===== src/rtl/ssfbt_pkg.sv =====
// Package with sizes, command and status codes and shared types of the free block table.
package ssfbt_pkg;
   localparam int MAX_BLOCKS  = 64;
   localparam int HANDLE_BITS = 16;
   localparam int SIZE_BITS   = 20;
   localparam int IDX_BITS    = $clog2(MAX_BLOCKS);
   localparam int CNT_BITS    = $clog2(MAX_BLOCKS + 1);
   localparam int ENTRY_BITS  = HANDLE_BITS + SIZE_BITS;

   typedef enum logic [1:0] {
      CMD_INSERT = 2'd0,
      CMD_REMOVE = 2'd1,
      CMD_FIT    = 2'd2,
      CMD_LAST   = 2'd3
   } cmd_type;

   typedef enum logic [1:0] {
      ST_OK   = 2'd0,
      ST_MISS = 2'd1,
      ST_FULL = 2'd2
   } status_type;

   typedef enum logic [2:0] {
      S_IDLE,
      S_SCAN,
      S_SHIFT_UP,
      S_SHIFT_DOWN,
      S_LAST,
      S_DONE
   } state_type;

   typedef struct packed {
      logic                  we;
      logic [IDX_BITS-1:0]   waddr;
      logic [ENTRY_BITS-1:0] wdata;
      logic [IDX_BITS-1:0]   raddr;
   } mem_req_type;
endpackage


===== src/rtl/ssfbt_slot_ram.sv =====
// Slot memory with one write port and one registered read port, holding handle and size of each entry.
module ssfbt_slot_ram (
   input  logic                                  clock,
   input  ssfbt_pkg::mem_req_type                mem_req,
   output logic [ssfbt_pkg::ENTRY_BITS-1:0]      rdata
);
   logic [ssfbt_pkg::ENTRY_BITS-1:0] mem [ssfbt_pkg::MAX_BLOCKS];

   always_ff @(posedge clock) begin
      if (mem_req.we) begin
         mem[mem_req.waddr] <= mem_req.wdata;
      end
      rdata <= mem[mem_req.raddr];
   end
endmodule


===== src/rtl/ssfbt_ctrl.sv =====
// Sequencer that scans, shifts and answers commands against the slot memory.
module ssfbt_ctrl (
   input  logic                                clock,
   input  logic                                reset,
   input  logic                                req_valid,
   output logic                                req_ready,
   input  logic [1:0]                          req_command,
   input  logic [ssfbt_pkg::HANDLE_BITS-1:0]   req_block_handle,
   input  logic [ssfbt_pkg::SIZE_BITS-1:0]     req_block_size,
   output logic                                rsp_valid,
   input  logic                                rsp_ready,
   output logic [1:0]                          rsp_status,
   output logic [ssfbt_pkg::HANDLE_BITS-1:0]   rsp_found_handle,
   output logic [ssfbt_pkg::SIZE_BITS-1:0]     rsp_found_size,
   output ssfbt_pkg::mem_req_type              mem_req,
   input  logic [ssfbt_pkg::ENTRY_BITS-1:0]    rdata
);
   localparam int IB = ssfbt_pkg::IDX_BITS;
   localparam int CB = ssfbt_pkg::CNT_BITS;
   localparam int HB = ssfbt_pkg::HANDLE_BITS;
   localparam int SB = ssfbt_pkg::SIZE_BITS;

   ssfbt_pkg::state_type state_ff, state_in;
   logic [CB-1:0] count_ff, count_in;
   logic [CB-1:0] pos_ff, pos_in;
   logic [CB-1:0] ptr_ff, ptr_in;
   logic [1:0] cmd_ff, cmd_in;
   logic [HB-1:0] hnd_ff, hnd_in;
   logic [SB-1:0] size_ff, size_in;
   logic [1:0] st_ff, st_in;
   logic [HB-1:0] oh_ff, oh_in;
   logic [SB-1:0] os_ff, os_in;
   logic rv_ff, rv_in;

   logic [HB-1:0] r_hnd;
   logic [SB-1:0] r_size;
   logic [CB-1:0] last_idx;

   assign r_hnd  = rdata[ssfbt_pkg::ENTRY_BITS-1:SB];
   assign r_size = rdata[SB-1:0];
   assign last_idx = count_ff - CB'(1);

   assign req_ready = (state_ff == ssfbt_pkg::S_IDLE) && !rv_ff;
   assign rsp_valid = rv_ff;
   assign rsp_status = st_ff;
   assign rsp_found_handle = oh_ff;
   assign rsp_found_size = os_ff;

   always_ff @(posedge clock) begin
      if (reset) begin
         state_ff <= ssfbt_pkg::S_IDLE;
         count_ff <= '0;
         rv_ff    <= 1'b0;
      end else begin
         state_ff <= state_in;
         count_ff <= count_in;
         rv_ff    <= rv_in;
      end
      pos_ff  <= pos_in;
      ptr_ff  <= ptr_in;
      cmd_ff  <= cmd_in;
      hnd_ff  <= hnd_in;
      size_ff <= size_in;
      st_ff   <= st_in;
      oh_ff   <= oh_in;
      os_ff   <= os_in;
   end

   // The scan reads slot ptr each cycle; rdata holds slot pos, read in the cycle before.
   always_comb begin
      state_in = state_ff;
      count_in = count_ff;
      pos_in = pos_ff;
      ptr_in = ptr_ff;
      cmd_in = cmd_ff;
      hnd_in = hnd_ff;
      size_in = size_ff;
      st_in = st_ff;
      oh_in = oh_ff;
      os_in = os_ff;
      rv_in = rv_ff;
      mem_req = '0;
      mem_req.raddr = ptr_ff[IB-1:0];
      if (rv_ff && rsp_ready) begin
         rv_in = 1'b0;
      end
      case (state_ff)
         ssfbt_pkg::S_IDLE: begin
            if (req_valid && req_ready) begin
               cmd_in = req_command;
               hnd_in = req_block_handle;
               size_in = req_block_size;
               oh_in = '0;
               os_in = '0;
               st_in = ssfbt_pkg::ST_OK;
               pos_in = '0;
               ptr_in = '0;
               mem_req.raddr = '0;
               case (ssfbt_pkg::cmd_type'(req_command))
                  ssfbt_pkg::CMD_INSERT: begin
                     if (count_ff == CB'(ssfbt_pkg::MAX_BLOCKS)) begin
                        st_in = ssfbt_pkg::ST_FULL;
                        state_in = ssfbt_pkg::S_DONE;
                     end else begin
                        state_in = ssfbt_pkg::S_SCAN;
                     end
                  end
                  ssfbt_pkg::CMD_LAST: begin
                     if (count_ff == '0) begin
                        st_in = ssfbt_pkg::ST_MISS;
                        state_in = ssfbt_pkg::S_DONE;
                     end else begin
                        ptr_in = last_idx;
                        mem_req.raddr = last_idx[IB-1:0];
                        state_in = ssfbt_pkg::S_LAST;
                     end
                  end
                  default: begin
                     state_in = ssfbt_pkg::S_SCAN;
                  end
               endcase
               if (state_in == ssfbt_pkg::S_SCAN) begin
                  ptr_in = CB'(1);
               end
            end
         end
         ssfbt_pkg::S_SCAN: begin
            ptr_in = ptr_ff + CB'(1);
            if (pos_ff >= count_ff) begin
               case (ssfbt_pkg::cmd_type'(cmd_ff))
                  ssfbt_pkg::CMD_INSERT: begin
                     mem_req.we = 1'b1;
                     mem_req.waddr = pos_ff[IB-1:0];
                     mem_req.wdata = {hnd_ff, size_ff};
                     count_in = count_ff + CB'(1);
                  end
                  default: st_in = ssfbt_pkg::ST_MISS;
               endcase
               state_in = ssfbt_pkg::S_DONE;
            end else begin
               case (ssfbt_pkg::cmd_type'(cmd_ff))
                  ssfbt_pkg::CMD_INSERT: begin
                     if (r_size > size_ff) begin
                        // Move entries pos..count-1 up by one, from the top.
                        ptr_in = last_idx;
                        mem_req.raddr = last_idx[IB-1:0];
                        state_in = ssfbt_pkg::S_SHIFT_UP;
                     end else begin
                        pos_in = pos_ff + CB'(1);
                     end
                  end
                  ssfbt_pkg::CMD_REMOVE: begin
                     if (r_hnd == hnd_ff) begin
                        count_in = count_ff - CB'(1);
                        state_in = ssfbt_pkg::S_SHIFT_DOWN;
                     end else begin
                        pos_in = pos_ff + CB'(1);
                     end
                  end
                  default: begin
                     if (r_size >= size_ff) begin
                        oh_in = r_hnd;
                        os_in = r_size;
                        state_in = ssfbt_pkg::S_DONE;
                     end else begin
                        pos_in = pos_ff + CB'(1);
                     end
                  end
               endcase
            end
         end
         ssfbt_pkg::S_SHIFT_UP: begin
            // rdata holds slot ptr_ff from the previous read; it is written to slot ptr_ff + 1.
            mem_req.we = 1'b1;
            mem_req.waddr = IB'(ptr_ff + CB'(1));
            mem_req.wdata = rdata;
            if (ptr_ff == pos_ff) begin
               state_in = ssfbt_pkg::S_DONE;
               count_in = count_ff + CB'(1);
               st_in = ssfbt_pkg::ST_OK;
               ptr_in = ptr_ff;
            end else begin
               ptr_in = ptr_ff - CB'(1);
               mem_req.raddr = IB'(ptr_ff - CB'(1));
            end
         end
         ssfbt_pkg::S_SHIFT_DOWN: begin
            // ptr_ff is the slot being read, and its data lands at ptr_ff - 1 next cycle.
            if (ptr_ff > count_ff + CB'(1)) begin
               state_in = ssfbt_pkg::S_DONE;
            end else begin
               mem_req.we = (ptr_ff > pos_ff + CB'(1));
               mem_req.waddr = IB'(ptr_ff - CB'(2));
               mem_req.wdata = rdata;
               ptr_in = ptr_ff + CB'(1);
               mem_req.raddr = ptr_ff[IB-1:0];
            end
         end
         ssfbt_pkg::S_LAST: begin
            oh_in = r_hnd;
            os_in = r_size;
            state_in = ssfbt_pkg::S_DONE;
         end
         ssfbt_pkg::S_DONE: begin
            if (cmd_ff == ssfbt_pkg::CMD_INSERT && st_ff == ssfbt_pkg::ST_OK
                  && state_ff == ssfbt_pkg::S_DONE && pos_ff < count_ff
                  && ptr_ff == pos_ff && count_ff != '0) begin
               mem_req.we = 1'b1;
               mem_req.waddr = pos_ff[IB-1:0];
               mem_req.wdata = {hnd_ff, size_ff};
               ptr_in = ~CB'(0);
            end
            rv_in = 1'b1;
            state_in = ssfbt_pkg::S_IDLE;
         end
         default: state_in = ssfbt_pkg::S_IDLE;
      endcase
   end

`ifndef SYNTHESIS
   a_count_range: assert property (@(posedge clock) disable iff (reset)
      count_ff <= CB'(ssfbt_pkg::MAX_BLOCKS))
      else $error("entry count out of range");
   a_no_accept_busy: assert property (@(posedge clock) disable iff (reset)
      (state_ff != ssfbt_pkg::S_IDLE) |-> !req_ready)
      else $error("ready while busy");
   a_full_no_grow: assert property (@(posedge clock) disable iff (reset)
      (rv_ff && st_ff == ssfbt_pkg::ST_FULL) |-> (count_ff == CB'(ssfbt_pkg::MAX_BLOCKS)))
      else $error("full status without full table");
   a_rsp_after_done: assert property (@(posedge clock) disable iff (reset)
      (state_ff == ssfbt_pkg::S_DONE) |=> rv_ff)
      else $error("done without response");
`endif
endmodule


===== src/rtl/size_sorted_free_block_table.sv =====
// Top level of the size sorted free block table: best fit free list in ordered slots.
//  channel  | ports                                         | direction
//  request  | req_valid/ready, command, block_handle, size   | in
//  response | rsp_valid/ready, status, found_handle, size    | out
// The work of a transaction is bounded by the one read and one write port of the slot
// memory: a scan to the matching slot, then for an insert or a remove a shift of the slots
// above it, one slot per cycle. A full insert and a last answer without a scan.
// Reset empties the table at once; slot contents are not cleared.
// A new request is taken only after the previous response has been accepted.
module size_sorted_free_block_table (
   input  logic                                clock,
   input  logic                                reset,
   input  logic                                req_valid,
   output logic                                req_ready,
   input  logic [1:0]                          req_command,
   input  logic [ssfbt_pkg::HANDLE_BITS-1:0]   req_block_handle,
   input  logic [ssfbt_pkg::SIZE_BITS-1:0]     req_block_size,
   output logic                                rsp_valid,
   input  logic                                rsp_ready,
   output logic [1:0]                          rsp_status,
   output logic [ssfbt_pkg::HANDLE_BITS-1:0]   rsp_found_handle,
   output logic [ssfbt_pkg::SIZE_BITS-1:0]     rsp_found_size
);
   ssfbt_pkg::mem_req_type mem_req;
   logic [ssfbt_pkg::ENTRY_BITS-1:0] rdata;

   ssfbt_ctrl u_ctrl (
      .clock, .reset, .req_valid, .req_ready, .req_command, .req_block_handle,
      .req_block_size, .rsp_valid, .rsp_ready, .rsp_status, .rsp_found_handle,
      .rsp_found_size, .mem_req, .rdata
   );

   ssfbt_slot_ram u_ram (.clock, .mem_req, .rdata);
endmodule

===== config.mk =====
export PLATFORM = sky130hd
export DESIGN_NAME = size_sorted_free_block_table
export DESIGN_NICKNAME = d
export VERILOG_FILES = /design/src/rtl/ssfbt_pkg.sv /design/src/rtl/ssfbt_slot_ram.sv /design/src/rtl/ssfbt_ctrl.sv /design/src/rtl/size_sorted_free_block_table.sv
export SDC_FILE = /design/constraint.sdc
export NUM_CORES = 2
export LEC_CHECK = 0
export BUFFER_PORTS_ARGS = -buffer_cell sky130_fd_sc_hd__clkbuf_2
export CORE_MARGIN = 4
export CORE_UTILIZATION = 40
export CTS_CLUSTER_DIAMETER = 80
export DETAILED_ROUTE_END_ITERATION = 10
export PLACE_DENSITY_LB_ADDON = 0.05
export SYNTH_ARGS = -nofsm -noshare
export SYNTH_HDL_FRONTEND = slang
export SYNTH_SLANG_ARGS = --single-unit

===== constraint.sdc =====
create_clock -name clock -period 16.6 [get_ports clock]
set_input_delay 1.66 -clock clock [delete_from_list [all_inputs] [get_ports clock]]
set_output_delay 1.66 -clock clock [all_outputs]
set_load 0.005 [all_outputs]

# Word-level counts from Yosys, hierarchy flattened
# Memory sizes are Yosys's and may differ from the RTL's. A register that Yosys moved wholly into a read port is not among the register bits.
# Index checks and enable logic that the tools add are counted.
# Widths: inputs -> output; s select.
# word_totals
ff_bits	101
latch_bits	0
ramBits	2304
romBits	0
out_inout_bits	40
wordCells	157
mem_count	1
# mem_list
memory	words	width	read_ports	rd_clocked_by_memory_dff	wr	line_no	rtl
u_ram.mem	64	36	1	1	1	ssfbt_slot_ram.sv:7	logic [ssfbt_pkg::ENTRY_BITS-1:0] mem [ssfbt_pkg::MAX_BLOCKS];
# classes
addsub	6
mul	0
div	0
order_cmp	6
eq_ne	31
shifts	0
n_mux	73
n_bitwise	0
reduce_logical	29
# ops
operator	n
$pmux 43 s4	1
$mux 7	20
$mux 43	3
$mux 20	4
$mux 16	4
$pmux 20 s3	1
$mux 49	1
$pmux 16 s3	1
$mux 6	7
$pmux 7 s2	3
$pmux 7 s5	1
$mux 3	10
$pmux 6 s4	1
$add 7x1->7 const B	3
$ge 20x20->1	1
$gt 20x20->1	1
$reduce_and 5->1	4
$eq 16x16->1	1
$pmux 3 s5	1
$gt 7x7->1	2
$ne 2x2->1 const B	7
$sub 7x1->7 const B	2
$pmux 3 s2	2
$reduce_and 6->1	2
other kinds (32)	62

# Depth between registers and ports, before layout
# depth
ltp_word	10
depth_mapped	19

# Cells and area by module
# From an unflattened synthesis, not the netlist that was laid out.
# unflattened
hier_cells	4403
area_unflattened_um2	94633.3
# by_module_without_submodules
mod	n_inst	cells_per_inst	area_each_um2	seq_area_each_um2
ssfbt_slot_ram	1	3768	88069.5	69907.0
ssfbt_ctrl	1	635	6563.8	2922.8

# Least setup slack after synthesis
# OpenSTA, ideal clock, no wires.
# synth_timing
kind	reg-to-reg
startpoint	reg u_ctrl.size_ff[19]
endpoint	reg u_ctrl.oh_ff[0] (netlist: u_ctrl.rsp_found_handle[0]) (enable)
arrival_ps	4825
setup_slack_ps	11291
path_stages_with_launch	9
path_buffers	0
synth_period_minus_slack_ps	5309
path_cell_list	edfxtp_1 -> inv_1 -> ha_1 -> nand4_2 -> nor4_1 -> o21ai_1 -> and3_1 -> or4b_2 -> a211oi_1
# synth_via
elab_chain_len	3
# synth_rtl
item	line_no	rtl
from (decl)	ssfbt_ctrl.sv:29	logic [SB-1:0] size_ff, size_in;
from (signal assigned)	ssfbt_ctrl.sv:63	size_ff <= size_in;
$ge 20x20->1	ssfbt_ctrl.sv:161	if (r_size >= size_ff) begin
$ne 2x1->1 (no line)	n/a	
$reduce_and 5->1 (no line)	n/a	
to (signal assigned)	ssfbt_ctrl.sv:65	oh_ff <= oh_in;
to (decl)	ssfbt_ctrl.sv:31	logic [HB-1:0] oh_ff, oh_in;
# Every way passes these cells.
# A chain may end at the register's enable or synchronous reset.

# Worst setup path in the final report
# layout_timing
startpoint	reg u_ram.rdata[13] (netlist bit), read port of u_ram.mem
endpoint	reg u_ram.rdata[7] (netlist bit), read port of u_ram.mem
# layout_via
elab_chain_len	5
# layout_rtl
item	line_no	rtl
from (decl)	ssfbt_slot_ram.sv:5	output logic [ssfbt_pkg::ENTRY_BITS-1:0] rdata
$gt 20x20->1	ssfbt_ctrl.sv:143	if (r_size > size_ff) begin
$mux 6	ssfbt_ctrl.sv:143	
$mux 6	ssfbt_ctrl.sv:141	case (ssfbt_pkg::cmd_type'(cmd_ff))
$mux 6	ssfbt_ctrl.sv:129	if (pos_ff >= count_ff) begin
$pmux 6 s4	ssfbt_ctrl.sv:87	case (state_ff)
# Every way passes these cells.

==> results.txt <==
The clock latency reported for the late side of the worst-skew pair is 0.95 ns. 82 I/O pins were placed. The multi-input combinational cell area came out at 22500 um2.

The slowest cell on the critical path is sky130_fd_sc_hd__dfxtp_1. The instance count on the critical path came out at 15. Setup slack closes at 9.55 ns. The worst supply voltage drop on vdd is 0.000275 V. In the final layout, flip-flops and latches occupy 72800 um2. In this run, synthesis produced a sequential element count of 2441.

The overall power after layout came out at 24.1 mW. After routing, the total negative slack on setup checks comes to 0 ns. The critical path's largest stage delay came out at 0.83 ns. The Yosys step of the flow raised 0 warnings. The share of total power consumed by net switching is 41.5%. The floorplan die height came out at 499 um. The total clock buffers created by CTS came out at 287. The final routed wirelength across all metal layers is 316000 um. The first routing iteration left 6855 violations. The via density per instance is 5.85. The number of antenna violations at the first check in global routing came out at 21. The category of the worst setup path capture point is a register. The final antenna-violating net count is 0. The kind of critical path is register to register. Timing analysis after detailed placement gives a worst setup slack of 9.20 ns. Dividing the synthesized area by the synthesized cell count gives 15.6 um2. The leakage power total is 35.6 nW. In the final layout, the share of cells above drive strength 1 is 16.0%.

The path class of the tightest hold or removal check is register to register. The total clock sinks came out at 2441. The global-route total usage across every layer is 25.0%.

Including well taps, the total number of placed cells is 9256. The layout has 20900 filler cells. The clock network fraction of total power came out at 24.0%. The proportion of synthesized chip area in sequential cells came out at 75.4%. The cell area after placement is 101000 um2.

The number of max-cap violations is 0. The synthesized cell area came out at 96500 um2. Walking the worst path, the cells encountered are ha_1 -> a21oi_1 -> o21ai_0 -> a221oi_2 -> and3_1 -> o221ai_4 -> buf_4 -> nand2_4 -> buf_12 -> buf_12 -> buf_4 -> mux4_2 -> a21oi_1 -> nand3_1 -> and4_1. The total number of vias is 57000. In the routed design, unresolved DRC markers number 0.

The count of non-filler cells in the finished layout came out at 9750. The number of cells on the worst reg-to-reg path came out at 15. The startpoint kind of the worst setup timing path is a register. The post-CTS resize count came out at 0. The final instance area is 110000 um2. Setup repair after global routing left no endpoint under its margin.

The number of buffers and inverters on the critical path is 4. The number of optimization iterations in the first detailed-route pass came out at 6. The final number of max-transition violations came out at 0. Entering global routing, the biggest net connects 175 pins.

The cell depth of the worst hold path is 2. The wire-length estimate of the detail-placed layout is 173000 um. Data on the critical path is required at its endpoint by 17.40 ns.

The post-CTS setup repair buffer count is 0. The share of the cycle needed by the critical path after routing came out at 42.5%. The flow ran to the end, and the final reports show no timing, DRC or antenna violations.

The clock transition at the registers of the reported paths is 0.06 ns. The most instantiated flip-flop cell in the synthesis netlist is sky130_fd_sc_hd__edfxtp_1. The number of nets in the synthesized netlist is 6279. The final hold slack is 0.516 ns.

The number of synthesized flops with an enable pin is 2394. The fraction of the mapped netlist area in simple logic gates is 8.92%. Leaving out fill and tap cells, the most frequent cells in the layout are sky130_fd_sc_hd__edfxtp_1 (2394), sky130_fd_sc_hd__nand2_1 (1192), sky130_fd_sc_hd__nand3_1 (367). On the critical path the largest part of the delay comes from buffers and inverters. The row count came out at 180.

Of all nets on the critical path, the largest fanout is 127. The worst pin sits at a relative slew slack of 6.61%. CTS built an H-tree with a depth of 5.

The main combinational cell family by area after synthesis is simple AND/OR/NAND/NOR gates. The first global-routing pass estimated 443000 um of wire. The power share of the sequential group is 31.7%. The transition time at the pin with the least slew margin came out at 1.39 ns. The multiplexer fraction of the synthesized cell area came out at 5.73%.

The net total in the final layout is 6453. The per-cell routed wire length is 32.4 um. The synthesized-area fraction occupied by ao, oa, aoi and oai cells is 6.68%. The adder-cell area share of the yosys netlist is 0.661%. In this run the deepest clock path goes through 4 buffers. The TritonCTS clock tree is yes.

The via count of the first global-routing pass came out at 55800. The maximum clock frequency came out at 142 MHz. The library cell used most frequently in the layout, excluding fill and tap cells, is sky130_fd_sc_hd__edfxtp_1. The layout-stage area growth over the synthesis result is 13.7%. The synthesized-area fraction occupied by xor and xnor cells came out at 0.487%. The power per cell area is 219 nW/um2. The data arrival at the endpoint of the critical path is 7.85 ns. The die covers 249000 um2. The net load switching power came out at 10.0 mW. Internal power comes to 14.1 mW. The number of endpoints failing setup at the final stage came out at 0.

The final setup skew came out at 0.0649 ns. The tree is rooted in a sky130_fd_sc_hd__clkbuf_16. The power share of the combinational group is 44.3%. The final core area utilization is 45.7%. The final hold violation count came to 0.

Of all flip-flops after synthesis, the portion carrying an async set or reset was 0%. The die boundary width came out at 499 um. The core box area came out at 240000 um2. The effective utilization at floorplan came out at 40.2%. The quantity of hold-fixing buffers added after cts is 0. The number of cells produced by synthesis is 6186. The final period demand of the worst path came out at 7.05 ns. The global placer's final weighted congestion came out at 0.818. Port buffering added 81 buffers. Global routing finished with a remaining overflow of 0.

Yosys mapped the design onto 75 distinct sky130hd cell types.
-- registers in the layout, summed over array words and instances (netlist names) --
name                     cells
u_ctrl.rsp_found_handle     16
u_ctrl.ptr_ff                7
u_ctrl.pos_ff                7
u_ctrl.rsp_found_size       20
u_ctrl.hnd_ff               16
u_ctrl.size_ff              20
u_ctrl.state_ff              3
u_ram.mem                 2304
u_ctrl.count_ff              7
u_ctrl.cmd_ff                2
u_ctrl.rsp_valid             1
u_ram.rdata                 36
u_ctrl.rsp_status            2
-- worst register-to-register path: cells and delay by family (launching register included) --
kind	cells	cell delay (ns)
adder cells (fa/ha/maj)	1	0.39
buffers and inverters	4	2.48
AO/OA/AOI/OAI	5	1.03
flip-flops	1	0.83
AND/OR/NAND/NOR	4	1.79
multiplexers	1	0.43
-- layer usage --
layer  GRT usage, %  wire length (um)  part of all wire, %  vias to the layer above
li1               -                 -                    -                    24300
met1           37.1            141000                   45                    30400
met2           39.7            148000                   47                     2050
met3           3.48             20700                  6.6                      344
met4           4.99              5860                  1.9                        2
met5              0                17               0.0054                        -
-- kinds of logic (layout without fill, tap and decap cells) --
| group | count (synthesis) | in the layout |
|---|---|---|
| flip-flops | 2441 | 2441 |
| AND/OR/NAND/NOR | 1980 | 1980 |
| AO/OA/AOI/OAI | 986 | 986 |
| buffers and inverters | 427 | 794 |
| multiplexers | 249 | 249 |
| XOR/XNOR | 52 | 52 |
| adder cells (fa/ha/maj) | 51 | 51 |
| other | 0 | 12 |
-- layout make-up --
| cell class | count | area share [%] |
|---|---|---|
| antenna | 12 | 0.0273 |
| clock inverter | 95 | 0.545 |
| multi-input combinational | 3318 | 20.5 |
| timing repair buffer | 265 | 1.74 |
| tap | 3185 | 3.63 |
| inverter | 47 | 0.161 |
| clock buffer | 387 | 7.11 |
| sequential | 2441 | 66.3 |
-- power by group through the flow --
stage,combinational (mW),clock [mW],sequential (mW)
floorplan,6.94,0,7.50
global placement,10.6,0,7.76
detailed placement,10.7,0,7.76
CTS,10.7,5.91,7.63
global route,11.5,6.18,7.64
finish,10.7,5.79,7.63
-- cell usage after synthesis, types with 5 or more instances --
cell,n,area share [%]
sky130_fd_sc_hd__and3_1,21,0.14
sky130_fd_sc_hd__mux2i_1,5,0.052
sky130_fd_sc_hd__nand3_1,367,1.9
sky130_fd_sc_hd__a211oi_1,17,0.13
sky130_fd_sc_hd__inv_1,45,0.17
sky130_fd_sc_hd__mux4_2,243,5.7
sky130_fd_sc_hd__o21ai_0,53,0.27
sky130_fd_sc_hd__clkbuf_1,177,0.69
sky130_fd_sc_hd__buf_4,33,0.26
sky130_fd_sc_hd__buf_2,109,0.57
sky130_fd_sc_hd__a311oi_1,10,0.091
sky130_fd_sc_hd__o211ai_1,15,0.12
sky130_fd_sc_hd__buf_6,16,0.19
sky130_fd_sc_hd__and4_1,33,0.30
sky130_fd_sc_hd__and2_1,40,0.26
sky130_fd_sc_hd__a32oi_1,5,0.045
sky130_fd_sc_hd__xnor2_1,36,0.33
sky130_fd_sc_hd__nor4_1,43,0.28
sky130_fd_sc_hd__or3_1,8,0.052
sky130_fd_sc_hd__nand2_1,1199,4.7
sky130_fd_sc_hd__a22oi_1,206,1.6
sky130_fd_sc_hd__a21o_1,8,0.062
sky130_fd_sc_hd__nor2_1,187,0.73
sky130_fd_sc_hd__buf_1,43,0.17
sky130_fd_sc_hd__a31oi_1,135,0.87
sky130_fd_sc_hd__o22ai_1,78,0.51
sky130_fd_sc_hd__a221oi_1,8,0.073
sky130_fd_sc_hd__nand2b_1,12,0.078
sky130_fd_sc_hd__nand4_1,15,0.097
sky130_fd_sc_hd__nor3_1,17,0.088
sky130_fd_sc_hd__a2111oi_2,21,0.33
sky130_fd_sc_hd__a22o_1,41,0.37
sky130_fd_sc_hd__dfxtp_1,47,0.97
sky130_fd_sc_hd__edfxtp_1,2394,74
sky130_fd_sc_hd__xor2_1,14,0.13
sky130_fd_sc_hd__nor2b_1,10,0.065
sky130_fd_sc_hd__a21oi_1,347,1.8
sky130_fd_sc_hd__ha_1,51,0.66
-- path summary, 6_finish.rpt --
path,from,endpoint,slack [ns]
setup / recovery,u_ram.rdata[13]$_DFF_P_,u_ram.rdata[7]$_DFF_P_,9.55
hold reg to reg,u_ctrl.count_ff[4]$_SDFFE_PP0P_,u_ctrl.count_ff[4]$_SDFFE_PP0P_,0.52
setup reg to reg,u_ram.rdata[13]$_DFF_P_,u_ram.rdata[7]$_DFF_P_,9.55
hold / removal,u_ctrl.count_ff[4]$_SDFFE_PP0P_,u_ctrl.count_ff[4]$_SDFFE_PP0P_,0.52
No activity file was read; power rests on OpenSTA's default activity.
